**src/rtl/core/hsc_pkg.sv**
```systemverilog
// Shared types and constants for the half/single float converter.
package hsc_pkg;

  typedef enum logic {
    ACT_H2S = 1'b0,
    ACT_S2H = 1'b1
  } action_e;

  // Operand class, decided once in the first stage.
  typedef enum logic [2:0] {
    CLS_ZERO,
    CLS_SUBNORMAL,
    CLS_NORMAL,
    CLS_SPECIAL,
    CLS_OVERFLOW,
    CLS_UNDERFLOW
  } cls_e;

  localparam logic [4:0]  HALF_EXP_MAX    = 5'h1F;
  localparam logic [9:0]  HALF_MANT_MASK  = 10'h3FF;
  localparam logic [15:0] HALF_INF        = 16'h7C00;
  localparam logic [15:0] HALF_QNAN_BIT   = 16'h0200;
  localparam logic [31:0] SINGLE_INF      = 32'h7F80_0000;
  localparam logic [7:0]  SINGLE_EXP_MAX  = SINGLE_INF[30:23];
  localparam logic [23:0] S2H_ROUND_HALF  = 24'h00_1000;
  localparam logic [23:0] SINGLE_HIDDEN   = 24'h80_0000;

  // Bias difference between binary32 and binary16 exponents.
  localparam logic [7:0]  BIAS_DIFF       = 8'd112;
  // Smallest single exponent that overflows the half range.
  localparam logic [7:0]  S2H_OVF_EXP     = 8'd143;
  // Smallest single exponent that still rounds to a half subnormal.
  localparam logic [7:0]  S2H_SUB_MIN_EXP = 8'd102;
  // Right shift for a half subnormal is this minus the single exponent.
  localparam logic [7:0]  S2H_SUB_SHIFT   = 8'd126;
  localparam logic [4:0]  HALF_EXP_TOP    = 5'd30;

  typedef struct packed {
    action_e     action;
    logic        sign;
    cls_e        cls;
    logic [7:0]  exp;
    logic [22:0] mant;
    logic [4:0]  shamt;
  } dec_t;

  typedef struct packed {
    action_e     action;
    logic        sign;
    cls_e        cls;
    logic [7:0]  exp;
    logic [23:0] frac;
  } aln_t;

endpackage

```
**src/rtl/core/hsc_if.sv**
```systemverilog
// Stream interfaces for the converter's operand and result channels.
interface hsc_in_if;
  logic        valid;
  logic        ready;
  logic        action;
  logic [31:0] operand_bits;

  modport source (output valid, output action, output operand_bits, input ready);
  modport sink (input valid, input action, input operand_bits, output ready);
endinterface

interface hsc_out_if;
  logic        valid;
  logic        ready;
  logic [31:0] converted_bits;

  modport source (output valid, output converted_bits, input ready);
  modport sink (input valid, input converted_bits, output ready);
endinterface

```
**src/rtl/core/hsc_decode.sv**
```systemverilog
// First pipeline stage: field split, classification and shift amount.
module hsc_decode (
  input  logic           clk_i,
  input  logic           rst_ni,
  input  logic           valid_i,
  output logic           ready_o,
  input  logic           action_i,
  input  logic [31:0]    operand_i,
  output logic           valid_o,
  input  logic           ready_i,
  output hsc_pkg::dec_t  data_o
);
  import hsc_pkg::*;

  logic       valid_q;
  dec_t       data_d, data_q;
  logic [4:0] h_exp;
  logic [9:0] h_mant;
  logic [3:0] h_lzc;
  logic [7:0] s_exp;
  logic [7:0] s_shift;

  assign h_exp   = operand_i[14:10];
  assign h_mant  = operand_i[9:0];
  assign s_exp   = operand_i[30:23];
  assign s_shift = S2H_SUB_SHIFT - s_exp;

  // Shift that brings the leading one of a half subnormal up to the hidden bit.
  always_comb begin
    h_lzc = 4'd0;
    for (int i = 0; i < 10; i++) begin
      if (h_mant[i]) begin
        h_lzc = 4'(10 - i);
      end
    end
  end

  always_comb begin
    data_d.action = action_e'(action_i);
    if (data_d.action == ACT_H2S) begin
      data_d.sign  = operand_i[15];
      data_d.exp   = {3'b000, h_exp};
      data_d.mant  = {13'd0, h_mant};
      data_d.shamt = {1'b0, h_lzc};
      if (h_exp == 5'd0) begin
        data_d.cls = (h_mant == 10'd0) ? CLS_ZERO : CLS_SUBNORMAL;
      end else if (h_exp == HALF_EXP_MAX) begin
        data_d.cls = CLS_SPECIAL;
      end else begin
        data_d.cls = CLS_NORMAL;
      end
    end else begin
      data_d.sign  = operand_i[31];
      data_d.exp   = s_exp;
      data_d.mant  = operand_i[22:0];
      data_d.shamt = s_shift[4:0];
      if (s_exp == 8'd0) begin
        data_d.cls = CLS_ZERO;
      end else if (s_exp == SINGLE_EXP_MAX) begin
        data_d.cls = CLS_SPECIAL;
      end else if (s_exp >= S2H_OVF_EXP) begin
        data_d.cls = CLS_OVERFLOW;
      end else if (s_exp <= BIAS_DIFF) begin
        data_d.cls = (s_exp < S2H_SUB_MIN_EXP) ? CLS_UNDERFLOW : CLS_SUBNORMAL;
      end else begin
        data_d.cls = CLS_NORMAL;
      end
    end
  end

  assign ready_o = !valid_q || ready_i;

  always_ff @(posedge clk_i or negedge rst_ni) begin
    if (!rst_ni) begin
      valid_q <= 1'b0;
    end else if (ready_o) begin
      valid_q <= valid_i;
    end
  end

  always_ff @(posedge clk_i) begin
    if (valid_i && ready_o) begin
      data_q <= data_d;
    end
  end

  assign valid_o = valid_q;
  assign data_o  = data_q;

endmodule

```
**src/rtl/core/hsc_align.sv**
```systemverilog
// Second pipeline stage: renormalising shift, exponent rebias and rounding add.
module hsc_align (
  input  logic           clk_i,
  input  logic           rst_ni,
  input  logic           valid_i,
  output logic           ready_o,
  input  hsc_pkg::dec_t  data_i,
  output logic           valid_o,
  input  logic           ready_i,
  output hsc_pkg::aln_t  data_o
);
  import hsc_pkg::*;

  logic        valid_q;
  aln_t        data_d, data_q;
  logic [9:0]  h_mant;
  logic [9:0]  h_norm;
  logic [24:0] sub_sum;
  logic [24:0] sub_rnd;

  assign h_mant  = data_i.mant[9:0];
  // Drop the leading one as it moves past the top of the field.
  assign h_norm  = 10'(h_mant << data_i.shamt[3:0]) & HALF_MANT_MASK;
  assign sub_sum = {1'b0, SINGLE_HIDDEN | {1'b0, data_i.mant}}
                 + (25'd1 << (data_i.shamt - 5'd1));
  assign sub_rnd = sub_sum >> data_i.shamt;

  always_comb begin
    data_d.action = data_i.action;
    data_d.sign   = data_i.sign;
    data_d.cls    = data_i.cls;
    data_d.exp    = 8'd0;
    data_d.frac   = 24'd0;
    if (data_i.action == ACT_H2S) begin
      case (data_i.cls)
        CLS_SUBNORMAL: begin
          data_d.exp  = BIAS_DIFF + 8'd1 - {4'd0, data_i.shamt[3:0]};
          data_d.frac = {1'b0, h_norm, 13'd0};
        end
        CLS_SPECIAL: begin
          data_d.exp  = SINGLE_EXP_MAX;
          data_d.frac = {1'b0, h_mant, 13'd0};
        end
        CLS_NORMAL: begin
          data_d.exp  = data_i.exp + BIAS_DIFF;
          data_d.frac = {1'b0, h_mant, 13'd0};
        end
        default: begin
          data_d.exp  = 8'd0;
          data_d.frac = 24'd0;
        end
      endcase
    end else begin
      case (data_i.cls)
        CLS_NORMAL: begin
          data_d.exp  = data_i.exp - BIAS_DIFF;
          data_d.frac = {1'b0, data_i.mant} + S2H_ROUND_HALF;
        end
        CLS_SUBNORMAL: begin
          data_d.frac = sub_rnd[23:0];
        end
        CLS_SPECIAL: begin
          data_d.frac = {23'd0, data_i.mant != 23'd0};
        end
        default: begin
          data_d.frac = 24'd0;
        end
      endcase
    end
  end

  assign ready_o = !valid_q || ready_i;

  always_ff @(posedge clk_i or negedge rst_ni) begin
    if (!rst_ni) begin
      valid_q <= 1'b0;
    end else if (ready_o) begin
      valid_q <= valid_i;
    end
  end

  always_ff @(posedge clk_i) begin
    if (valid_i && ready_o) begin
      data_q <= data_d;
    end
  end

  assign valid_o = valid_q;
  assign data_o  = data_q;

endmodule

```
**src/rtl/core/hsc_pack.sv**
```systemverilog
// Third pipeline stage: rounding carry, special values and result packing.
module hsc_pack (
  input  logic           clk_i,
  input  logic           rst_ni,
  input  logic           valid_i,
  output logic           ready_o,
  input  hsc_pkg::aln_t  data_i,
  output logic           valid_o,
  input  logic           ready_i,
  output logic [31:0]    converted_bits_o
);
  import hsc_pkg::*;

  logic        valid_q;
  logic [31:0] result_d, result_q;
  action_e     action_q;
  logic [15:0] half;
  logic [4:0]  h_exp;

  assign h_exp = data_i.exp[4:0];

  always_comb begin
    case (data_i.cls)
      CLS_NORMAL: begin
        if (data_i.frac[23]) begin
          // Carry out of the mantissa: step to the next binade.
          half = (h_exp == HALF_EXP_TOP) ? {data_i.sign, HALF_INF[14:0]}
                                         : {data_i.sign, h_exp + 5'd1, 10'd0};
        end else begin
          half = {data_i.sign, h_exp, data_i.frac[22:13]};
        end
      end
      CLS_SUBNORMAL: half = {data_i.sign, 4'd0, data_i.frac[10:0]};
      CLS_SPECIAL: begin
        half = {data_i.sign, HALF_INF[14:0]
                | (data_i.frac[0] ? HALF_QNAN_BIT[14:0] : 15'd0)};
      end
      CLS_OVERFLOW: half = {data_i.sign, HALF_INF[14:0]};
      default:      half = {data_i.sign, 15'd0};
    endcase
  end

  assign result_d = (data_i.action == ACT_H2S)
                  ? {data_i.sign, data_i.exp, data_i.frac[22:0]}
                  : {16'd0, half};

  assign ready_o = !valid_q || ready_i;

  always_ff @(posedge clk_i or negedge rst_ni) begin
    if (!rst_ni) begin
      valid_q <= 1'b0;
    end else if (ready_o) begin
      valid_q <= valid_i;
    end
  end

  always_ff @(posedge clk_i) begin
    if (valid_i && ready_o) begin
      result_q <= result_d;
      action_q <= data_i.action;
    end
  end

  assign valid_o          = valid_q;
  assign converted_bits_o = result_q;

  a_half_upper_zero: assert property (@(posedge clk_i) disable iff (!rst_ni)
    valid_q && action_q == ACT_S2H |-> result_q[31:16] == 16'd0)
    else $error("half result has upper bits set");

  a_single_no_subnormal: assert property (@(posedge clk_i) disable iff (!rst_ni)
    valid_q && action_q == ACT_H2S |->
      !(result_q[30:23] == 8'd0 && result_q[22:0] != 23'd0))
    else $error("widened half produced a single subnormal");

  a_hold_on_stall: assert property (@(posedge clk_i) disable iff (!rst_ni)
    valid_q && !ready_i |=> valid_q && $stable(result_q) && $stable(action_q))
    else $error("output stage lost or changed a stalled transaction");

endmodule

```
**src/rtl/core/half_single_float_converter.sv**
```systemverilog
// Top level of the half/single float converter: three-stage pipeline.
//
// Converts one IEEE 754 bit pattern per transaction. On the in_i channel,
// action = 0 widens the half in operand_bits[15:0] to single, action = 1
// narrows the single in operand_bits to half (round half away from zero,
// single subnormals flushed to zero, NaN made quiet with payload dropped).
// The out_o channel returns converted_bits; a half result sits in bits 15..0
// with bits 31..16 zero.
// A transaction accepted on in_i passes the decode, align and pack
// registers before it is offered on out_o. Throughput: one transaction
// per cycle while out_o is not stalled, set by the three stage registers
// each taking a new item as the next stage frees. When out_o is stalled,
// each full stage holds while the next is full; in_i.ready falls only
// once all three stages are full, so nothing is lost or repeated.
// Reset clears the stage valid bits; the block then accepts at once.
module half_single_float_converter (
  input  logic      clk_i,
  input  logic      rst_ni,
  hsc_in_if.sink    in_i,
  hsc_out_if.source out_o
);
  import hsc_pkg::*;

  logic dec_valid, dec_ready;
  logic aln_valid, aln_ready;
  dec_t dec_data;
  aln_t aln_data;

  hsc_decode u_decode (
    .clk_i     (clk_i),
    .rst_ni    (rst_ni),
    .valid_i   (in_i.valid),
    .ready_o   (in_i.ready),
    .action_i  (in_i.action),
    .operand_i (in_i.operand_bits),
    .valid_o   (dec_valid),
    .ready_i   (dec_ready),
    .data_o    (dec_data)
  );

  hsc_align u_align (
    .clk_i   (clk_i),
    .rst_ni  (rst_ni),
    .valid_i (dec_valid),
    .ready_o (dec_ready),
    .data_i  (dec_data),
    .valid_o (aln_valid),
    .ready_i (aln_ready),
    .data_o  (aln_data)
  );

  hsc_pack u_pack (
    .clk_i            (clk_i),
    .rst_ni           (rst_ni),
    .valid_i          (aln_valid),
    .ready_o          (aln_ready),
    .data_i           (aln_data),
    .valid_o          (out_o.valid),
    .ready_i          (out_o.ready),
    .converted_bits_o (out_o.converted_bits)
  );

endmodule

```
**src/flat_wrapper.sv**
```systemverilog
// flat-port wrapper written by rule: the top's interface ports become plain ports
module half_single_float_converter_flat import hsc_pkg::*;
  (clk_i, rst_ni, in_i_valid, in_i_action, in_i_operand_bits, in_i_ready, out_o_valid, out_o_converted_bits, out_o_ready);
  hsc_in_if in_i_i ();
  hsc_out_if out_o_i ();
  input  logic clk_i;
  input  logic rst_ni;
  input wire logic [$bits(in_i_i.valid)-1:0] in_i_valid;
  input wire logic [$bits(in_i_i.action)-1:0] in_i_action;
  input wire logic [$bits(in_i_i.operand_bits)-1:0] in_i_operand_bits;
  output wire logic [$bits(in_i_i.ready)-1:0] in_i_ready;
  output wire logic [$bits(out_o_i.valid)-1:0] out_o_valid;
  output wire logic [$bits(out_o_i.converted_bits)-1:0] out_o_converted_bits;
  input wire logic [$bits(out_o_i.ready)-1:0] out_o_ready;
  assign in_i_i.valid = in_i_valid;
  assign in_i_i.action = in_i_action;
  assign in_i_i.operand_bits = in_i_operand_bits;
  assign in_i_ready = in_i_i.ready;
  assign out_o_valid = out_o_i.valid;
  assign out_o_converted_bits = out_o_i.converted_bits;
  assign out_o_i.ready = out_o_ready;
  half_single_float_converter u_core (.clk_i(clk_i), .rst_ni(rst_ni), .in_i(in_i_i), .out_o(out_o_i));
endmodule
```
**config.mk**
```make
export PLATFORM = sky130hd
export DESIGN_NAME = half_single_float_converter_flat
export DESIGN_NICKNAME = d
export VERILOG_FILES = /design/src/rtl/core/hsc_pkg.sv /design/src/rtl/core/hsc_if.sv /design/src/rtl/core/hsc_decode.sv /design/src/rtl/core/hsc_align.sv /design/src/rtl/core/hsc_pack.sv /design/src/rtl/core/half_single_float_converter.sv /design/src/flat_wrapper.sv
export SDC_FILE = /design/constraint.sdc
export NUM_CORES = 1
export LEC_CHECK = 0
export BUFFER_PORTS_ARGS = -buffer_cell sky130_fd_sc_hd__buf_4
export CORE_MARGIN = 2
export CORE_UTILIZATION = 30
export CTS_CLUSTER_DIAMETER = 30
export DETAILED_ROUTE_END_ITERATION = 8
export HOLD_SLACK_MARGIN = 0.03
export PLACE_DENSITY = 0.58
export SYNTH_ARGS = -nofsm -noshare
export SYNTH_HDL_FRONTEND = slang
export SYNTH_SLANG_ARGS = --single-unit
```
**constraint.sdc**
```tcl
create_clock -name clk_i -period 11.6 [get_ports clk_i]
set_input_delay 0.58 -clock clk_i [delete_from_list [all_inputs] [get_ports clk_i]]
set_output_delay 0.58 -clock clk_i [all_outputs]
set_load 0.02 [all_outputs]
```
==> Word level (Yosys, flattened, before mapping) <==
Index checks and enable logic that the tools add are counted.
{ "op_classes": {"n_addsub": 8, "n_lt_le_gt_ge": 3, "n_eq_ne": 10, "shifts": 3, "mux": 28, "reduce_logical": 13} }
{ "ops": {"columns": ["op", "count"], "rows": [
  ["case mux 32 bit (3 select lines)", 1],
  ["case mux 24 bit (3 select lines)", 1],
  ["case mux 15 bit (4 select lines)", 1],
  ["two-way mux 4 bit", 10],
  ["two-way mux 40 bit", 1],
  ["two-way mux 32 bit", 1],
  ["two-way mux 15 bit", 2],
  ["adder 24 x 25 -> 25 bit", 1],
  ["left shift 1 x 5 -> 25 bit (first input constant)", 1],
  ["right shift 25 x 5 -> 24 bit", 1],
  ["adder 23 x 13 -> 24 bit (second input constant)", 1],
  ["nonzero test 23 bit", 1],
  ["two-way mux 16 bit", 1],
  ["two-way mux 3 bit", 5],
  ["equality test 3 x 2 -> 1 bit (second input constant)", 4],
  ["equality test 5 bit (second input constant)", 2],
  ["zero test 10 bit", 1],
  ["two-way mux 10 bit", 1],
  ["left shift 10 x 4 -> 10 bit", 1],
  ["adder 8 x 7 -> 8 bit (second input constant)", 1],
  ["equality test 8 bit (second input constant)", 1],
  ["greater-or-equal comparator 8 bit (second input constant)", 1],
  ["less-or-equal comparator 8 x 7 -> 1 bit (second input constant)", 1],
  ["zero test 8 bit", 1],
  ["15 further kinds", 23]
]} }
{ "totals": {"ff_bits": 113, "out_inout_bits": 34, "elab_cells": 84} }

==> Depth between registers and ports, before layout <==
Gate-level depths: netlist of run 1.
{ "depth": {"ltp_word": 11, "depth_mapped": 21, "ltp_nobuf": 18} }

==> Cells and area by module <==
From an unflattened synthesis of run 1, not the netlist that was laid out.
{ "unflattened": {"hier_cells": 950, "area_unflattened_um2": 8802.2} }
{ "modules_own_cells": {"columns": ["module", "instances", "cells_per_inst", "area_each_um2", "seq_area_each_um2"], "rows": [
  ["hsc_align", 1, 709, 5426.5, 1136.1],
  ["hsc_decode", 1, 126, 1806.7, 1256.2],
  ["hsc_pack", 1, 115, 1569.0, 985.9]
]} }

==> Least setup slack after synthesis of run 1 <==
No wires, ideal clock.
{ "synth_path": {"path_type": "reg2reg", "startpoint": "reg u_core.u_decode.data_q (netlist bit u_core.u_decode.data_o[1])", "endpoint": "reg u_core.u_align.data_q (netlist bit u_core.u_align.data_o[1]) (data pin)", "setup_ps": 268, "arrival_ps": 4934, "required_ps": 11332, "slack_ps": 6398, "stages_incl_launch_ff": 22, "path_buffers": 3, "period_less_slack_ps": 5202, "path_cell_list": "edfxtp_1 buf_2 inv_1 clkbuf_1 clkbuf_1 ha_1 a21boi_2 xnor2_1 nand2_1 nor3_1 ha_1 inv_1 fa_1 nand2b_2 a211oi_4 o21a_2 xor2_1 mux4_2 a2111oi_2 nor2_1 a22oi_1 o211ai_1"} }
{ "synth_between": {"elab_chain_cells": 6} }
{ "synth_lines": {"columns": ["element", "line_no", "rtl"], "rows": [
  ["from (decl)", "hsc_decode.sv:16", "dec_t data_d, data_q;"],
  ["from (signal assigned)", "hsc_decode.sv:83", "data_q <= data_d;"],
  ["subtractor 5 x 1 -> 5 bit", "hsc_align.sv:25", "+ (25'd1 << (data_i.shamt - 5'd1));"],
  ["left shift 1 x 5 -> 25 bit", "hsc_align.sv:25", null],
  ["adder 24 x 25 -> 25 bit", "hsc_align.sv:25", null],
  ["right shift 25 x 5 -> 24 bit *", "hsc_align.sv:26", "assign sub_rnd = sub_sum >> data_i.shamt;"],
  ["case mux 24 bit (3 select lines) *", "hsc_align.sv:54", "case (data_i.cls)"],
  ["two-way mux 32 bit *", "hsc_align.sv:34", "if (data_i.action == ACT_H2S) begin"],
  ["to (signal assigned)", "hsc_align.sv:84", "data_q <= data_d;"],
  ["to (decl)", "hsc_align.sv:15", "aln_t data_d, data_q;"]
]} }
Every way passes the cells marked *; elsewhere a longest branch is shown, timed or not.
A chain may end at the register's enable or synchronous reset.

==> Worst setup path after layout of run 1 <==
{ "layout_path": {"startpoint": "reg u_core.u_decode.data_q (netlist bit u_core.u_decode.data_o[2])", "endpoint": "reg u_core.u_align.data_q (netlist bit u_core.u_align.data_o[0]) (data pin)"} }
The elaborated chain is that of the path after synthesis.

==> impl_metrics.toml, run 1 <==
[run_status]
outcome = "finished clean"

[pwr]
post-layout-total-power_mw = 1.41
total_power_density_per_cell_area_nw_per_um2 = 138
worst_ir_drop_vdd_uv = 82.8
p_leak_nw = 3.73

[flow_run]
max_cap_viol_count = 0

[sta]
finalSetupViolations = 0
tns_ns = 0
setup_slack_ns = 5.21
relSlewSlack_pct = 32.2
min_period_ns = 6.39
max_freq_mhz = 156
rsz0062_at_grt = "no"
report.final.hold_viol_count = 0
worst_slew_pin_slew_ns = 1.02
finalClockSkew_ns = 0.0112
min_period_over_period_pct = 55.1
finalMaxSlewViolations = 0

[placed_design]
dpl_worst_slack_ns = 5.46
gp_congestion = 0.989
detailedPlacementHpwl_mm = 22.1
port_buffers = 70

[synth]
syn-cell-area_um2 = 8720
synth_enable_flop_cells = 110
synth_cell_types = 93
asyncSetResetFlopFracSynth_pct = 2.65
synth_seq_cells = 113
synth_top_flop_cell = "sky130_fd_sc_hd__edfxtp_1"
synth_warnings = 0
mappedNetlistNets = 1007
synth_sequential_area_ratio_pct = 38.7
synthCells = 935
synth_area_per_cell_um2 = 9.33

[worst_setup_path]
critical_path.cell_chain = "buf_4, inv_1, ha_1, a21boi_2, xnor2_1, nand2_1, nor3_1, ha_1, inv_1, fa_1, nand2b_2, a211oi_4, nor2_1, xnor2_1, a2bb2oi_1, o21ai_0, a2111oi_0, a2111oi_0, o32ai_1"
worst_ep_arrival_time_ns = 6.62
critical_path.max_stage_delay_ns = 0.79
timing.critical_path.slowest_stage_cell = "sky130_fd_sc_hd__a2111oi_0"
critical_path_required_ns = 11.83
worstPathMaxFanout = 54
critPathKind = "register to register"
crit_path_start_kind = "register"
timing.reg2reg.setup_slack_ns = 5.21
critPathCaptureType = "register"

[layout]
final_layout_size_suffix_gt1_share_pct = 16.4
area_delta_synth_final_pct = 17.0
diodes = 0
filler_cell_count = 2984
nNetsFinal = 1056

[routing]
postRouteAntennaNets = 0
drt-initial-drc-count = 843
drc_errors = 0
routedWlPerCell_um = 20.7
vias_per_cell = 5.60
routed_wirelength_mm = 28.6
drtPass1Iterations = 5
via_count = 7733

[clock_tree]
cts_made_buffers = 17
clock-root-buffer = "sky130_fd_sc_hd__clkbuf_16"
worst_setup_hold_path_clk_slew_ns = 0.06
cts_tree = "yes"
postCtsSetupBuffers = 0
clock_latency_at_the_later_pin_of_the_worst_skew_pair_ns = 0.42
htree_num_levels = 4
cts.sinks = 113
maximum_clock_path_buffer_count = 2

[global_routing]
grt_first_pass_wirelength_mm = 43.8
globalRouteMet2Util_pct = 28.7
grt.met1_usage_pct = 26.1
grt_overflow_total = 0
grt.busiest_layer = "met2"
first_global_vias = 7264
use_met3_pct = 3.76
gr-usage-all-layers_pct = 18.7
largest_net_degree_at_the_start_of_global_routing = 55
grt_antenna_before_repair = 1

[floorplanning]
dieArea_um2 = 30500
core_area_um2 = 28700
die_width_um = 175
die_height_um = 175
ios = 71
initial_utilization_pct = 30.4
num_rows = 62

[min_path]
hold_path_class = "primary input to register"
[metal layers]
| layer | part of all wire, % | vias to the layer above |
|---|---|---|
| met5 | 0 | - |
| met4 | 3.0 | 0 |
| met3 | 7.1 | 62 |
| met2 | 44 | 357 |
| met1 | 46 | 3670 |
| li1 | - | 3644 |
[cell usage after synthesis, drive strengths merged (19+ instances only)]
| library cell | instances | area (µm²) |
|---|---|---|
| nor2 | 102 | 390 |
| and2 | 24 | 150 |
| nand2 | 102 | 388 |
| edfxtp | 110 | 3300 |
| inv | 22 | 82.6 |
| nor3 | 27 | 135 |
| clkbuf | 32 | 120 |
| buf | 19 | 105 |
| xor2 | 21 | 184 |
| xnor2 | 22 | 193 |
| mux2i | 20 | 204 |
| o21ai | 57 | 293 |
| nand3 | 27 | 140 |
| nor2b | 22 | 138 |
| ha | 34 | 425 |
| a21oi | 61 | 347 |
[critical path, delay by kind of cell (launching register included)]
family | cells | cell delay [ns]
AO/OA/AOI/OAI | 7 | 2.10
AND/OR/NAND/NOR | 4 | 0.87
adder cells (fa/ha/maj) | 3 | 0.96
flip-flops | 1 | 0.32
XOR/XNOR | 2 | 0.83
buffers and inverters | 3 | 1.10
[sequential cells by signal (all words and copies together), names as in the netlist]
name and flops:
u_core.u_decode.data_o 41, u_core.u_pack.converted_bits_o 32, u_core.u_pack.valid_o 1, u_core.u_decode.valid_o 1, u_core.u_align.data_o 37, u_core.u_align.valid_o 1
[repair_timing]
item | 4_1_cts | 5_1_grt
endpoints found under the hold margin | 3 | 0
gates resized for setup | 0 | 0
hold buffers | 1 | 0
[per-stage QoR]
step | area [µm²] | instances | hold WS (ns) | utilization, %
2_1_floorplan | 8720 | 935 | 0.284 | -
3_3_place_gp | 9580 | 1348 | 0.375 | 33.4
3_5_place_dp | 9580 | 1348 | 0.374 | 33.4
4_1_cts | 10200 | 1381 | 0.351 | 35.6
5_1_grt | 10200 | 1381 | 0.358 | 35.6
6_report | 10200 | 1381 | 0.370 | 35.6
[report_power, final]
group	switching, mW	leakage (nW)	internal [mW]
Sequential	0.0346	1.12	0.499
Clock	0.192	0.295	0.351
Combinational	0.212	2.31	0.120
[path summary, 6_finish.rpt]
| check | cells past startpoint | to | from |
|---|---|---|---|
| setup / recovery | 19 | u_core.u_align.data_o[0] | u_core.u_decode.data_o[2] |
| max in group asynchronous | 2 | u_core.u_align.valid_o | rst_ni |
| hold / removal | 1 | u_core.u_decode.data_o[13] | in_i_operand_bits[8] |
| hold reg to reg | 1 | u_core.u_align.valid_o | u_core.u_decode.valid_o |
| setup reg to reg | 19 | u_core.u_align.data_o[0] | u_core.u_decode.data_o[2] |
| min in group asynchronous | 2 | u_core.u_pack.valid_o | rst_ni |
[layout make-up]
cell class              count  area, µm²  area share (%)
flip-flops and latches    113       3380            33.1
multi-input cells         747       5030            49.3
well taps                 384        480            4.71
inverters                  24       90.1           0.882
repair buffers             81        611            5.98
clock inverters            11        156            1.53
clock buffers              21        460            4.51
[cell families (layout without fill, tap and decap cells)]
kind of cell,Yosys count,in the layout,share of synthesized area [%]
fa+ha+maj,35,35,5.11
buf+inv,75,137,3.61
compound gates,259,259,21.6
flops,113,113,38.7
xor+xnor,43,43,4.32
mux,38,38,5.95
simple gates,372,372,20.7
[cells in the final DEF (no fill, tap or decap), types with 5 or more instances in the layout]
cell                        instances
sky130_fd_sc_hd__mux2i_1           19
sky130_fd_sc_hd__o221ai_1           6
sky130_fd_sc_hd__nand2b_1          17
sky130_fd_sc_hd__nor4_1             8
sky130_fd_sc_hd__clkbuf_16         17
sky130_fd_sc_hd__edfxtp_1         110
sky130_fd_sc_hd__and2_1            22
sky130_fd_sc_hd__ha_1              34
sky130_fd_sc_hd__a21oi_1           54
sky130_fd_sc_hd__inv_1             22
sky130_fd_sc_hd__o22ai_1            5
sky130_fd_sc_hd__nand2_1          100
sky130_fd_sc_hd__a21oi_2            5
sky130_fd_sc_hd__a211oi_1          16
sky130_fd_sc_hd__o211ai_1          13
sky130_fd_sc_hd__o21ai_0           43
sky130_fd_sc_hd__or3_1              5
sky130_fd_sc_hd__xor2_1            21
sky130_fd_sc_hd__nor3_1            27
sky130_fd_sc_hd__nor2_1            99
sky130_fd_sc_hd__and3_1             6
sky130_fd_sc_hd__o21ai_1           12
sky130_fd_sc_hd__a221oi_1           7
sky130_fd_sc_hd__a21o_1             6
sky130_fd_sc_hd__a22oi_1           11
sky130_fd_sc_hd__a31oi_1            9
sky130_fd_sc_hd__mux4_2            10
sky130_fd_sc_hd__a22o_1            12
sky130_fd_sc_hd__buf_4             80
sky130_fd_sc_hd__mux2_2             8
sky130_fd_sc_hd__or4_1              5
sky130_fd_sc_hd__xnor2_1           22
sky130_fd_sc_hd__nor2b_1           22
sky130_fd_sc_hd__nand4_1           13
sky130_fd_sc_hd__nand3_1           26
(Power assumes the default switching activity.)
==> run 2: changes to the inputs <==
==> constraint.sdc (replaced) <==
create_clock -name clk_i -period 6.01 [get_ports clk_i]
set_input_delay 0.3005 -clock clk_i [delete_from_list [all_inputs] [get_ports clk_i]]
set_output_delay 0.3005 -clock clk_i [all_outputs]
set_load 0.02 [all_outputs]
==> impl_metrics.toml, run 2 (synthesized netlist as in run 1, its figures left out) <==
[sta]
relSlewSlack_pct = 33.3
report.final.hold_viol_count = 0
min_period_over_period_pct = 89.5
rsz0062_at_grt = "no"
max_freq_mhz = 186
worst_slew_pin_slew_ns = 1.00
min_period_ns = 5.38
finalClockSkew_ns = 0.0187
finalSetupViolations = 0
hold_ws_ns = 0.0866
tns_ns = 0
finalMaxSlewViolations = 0

[global_routing]
first_global_vias = 7131
grt_overflow_total = 0
grt_first_pass_wirelength_mm = 42.5
gr-usage-all-layers_pct = 18.2
grt_antenna_before_repair = 1
largest_net_degree_at_the_start_of_global_routing = 53

[worst_setup_path]
crit_path_start_kind = "register"
worstPathMaxFanout = 8
critical_path_required_ns = 6.14
critPathBufInv = 2
critical_path.max_stage_delay_ns = 0.61
critical_path.cell_chain = "inv_1, ha_1, a21boi_2, xnor2_1, nand2_1, nor3_1, ha_1, inv_1, fa_1, nand2b_2, a211oi_4, o211ai_4, a32oi_1, xor2_1, a222oi_1, a21oi_1, a21oi_1, o221ai_1"
critPathKind = "register to register"
worst_ep_arrival_time_ns = 5.51
critPathCaptureType = "register"
crit_family = "compound AO/OA/AOI/OAI gates"
timing.critical_path.slowest_stage_cell = "sky130_fd_sc_hd__a222oi_1"

[floorplanning]
num_rows = 62
core_area_um2 = 28700
dieArea_um2 = 30500
ios = 71
die_height_um = 175
initial_utilization_pct = 30.4
die_width_um = 175

[pwr]
share_comb_of_total_power_pct = 24.0
switching_share_pct = 31.9
worst_ir_drop_vdd_uv = 176
power.share.sequential_pct = 39.0
total_power_density_per_cell_area_nw_per_um2 = 260
p_sw_mw = 0.844
p_int_mw = 1.80
post-layout-total-power_mw = 2.65
p_leak_nw = 3.72
clockPowerShare_pct = 37.0

[run_status]
outcome = "finished clean"

[layout]
stdcell_count = 1386
multi_input_comb_area_um2 = 5030
filler_cell_count = 2961
final_layout_size_suffix_gt1_share_pct = 16.8
diodes = 0
mostFrequentLayoutCells = "sky130_fd_sc_hd__edfxtp_1 (110), sky130_fd_sc_hd__nand2_1 (100), sky130_fd_sc_hd__nor2_1 (99)"
sequential_cell_area_um2 = 3380
layout.cells.most_common = "sky130_fd_sc_hd__edfxtp_1"
largest_register_ffs = 41
area_delta_synth_final_pct = 16.9
nNetsFinal = 1061

[routing]
vias_per_cell = 5.58
drt-initial-drc-count = 939
routedWlPerCell_um = 20.3
drc_errors = 0
postRouteAntennaNets = 0
via_count = 7732
routed_wirelength_mm = 28.1
drtPass1Iterations = 7

[clock_tree]
clock-root-buffer = "sky130_fd_sc_hd__clkbuf_16"
clock_latency_at_the_later_pin_of_the_worst_skew_pair_ns = 0.42
cts.sinks = 113
postCtsSetupBuffers = 0
cts_tree = "yes"
cts_made_buffers = 17
maximum_clock_path_buffer_count = 2
htree_num_levels = 4
worst_setup_hold_path_clk_slew_ns = 0.06

[min_path]
hold_path_class = "primary input to register"

[placed_design]
detailedPlacementHpwl_mm = 21.7
numPlacedInstances = 1353
gp_congestion = 0.953
port_buffers = 70

[flow_run]
max_cap_viol_count = 0
run 2: cell count changes in the layout (fill, tap and decap cells not counted), sizes merged:
cell      before  now
inv           23   24
clkbuf        21   19
clkinv         7    5
clkinvlp       2    6
buf           80   85
bufinv         3    2
run 2: final cells by class:
cell class              count  share of cell area, %
multi-input cells         747                   49.3
flip-flops and latches    113                   33.1
repair buffers             86                   6.36
well taps                 384                   4.71
clock buffers              19                   4.24
clock inverters            13                   1.34
inverters                  24                  0.883
run 2: metal layers:
| layer | up-vias | global-route usage (%) | routed length (µm) |
|---|---|---|---|
| li1 | 3656 | - | - |
| met1 | 3669 | 25.5 | 12900 |
| met2 | 357 | 27.7 | 12300 |
| met3 | 48 | 3.70 | 1980 |
| met4 | 2 | 6.84 | 878 |
| met5 | - | 0 | 13 |
run 2: power by group through the flow:
stage / Clock (mW) / Sequential, mW / Combinational (mW)
6_report: 0.981 / 1.03 / 0.635
5_1_grt: 1.03 / 1.04 / 0.688
4_1_cts: 1.00 / 1.03 / 0.629
3_5_place_dp: 0 / 1.05 / 0.626
3_3_place_gp: 0 / 1.04 / 0.629
2_1_floorplan: 0 / 1.04 / 0.403
run 2: stage by stage:
stage	setup slack, ns	utilization (%)	cell area [µm²]
CTS	0.756	35.5	10200
detailed placement	0.780	33.5	9620
finish	0.633	35.5	10200
global route	0.194	35.5	10200
floorplan	0.808	-	8720
global placement	0.901	33.5	9620
run 2: path summary, 6_finish.rpt:
check	startpoint	endpoint	slack (ns)	cells after the start
worst max-delay path	u_core.u_decode.data_o[1]	u_core.u_align.data_o[12]	0.63	18
worst min-delay path	in_i_valid	u_core.u_decode.valid_o	0.09	2
worst max register to register	u_core.u_decode.data_o[1]	u_core.u_align.data_o[12]	0.63	18
worst min register to register	u_core.u_decode.valid_o	u_core.u_align.valid_o	0.48	1
max in group asynchronous	rst_ni	u_core.u_decode.valid_o	5.71	2
min in group asynchronous	rst_ni	u_core.u_pack.valid_o	0.21	2
run 2: what timing repair did:
action                    in CTS  in global routing
hold endpoints to repair       3                  0
resized for setup              0                  0
hold buffers                   1                  0
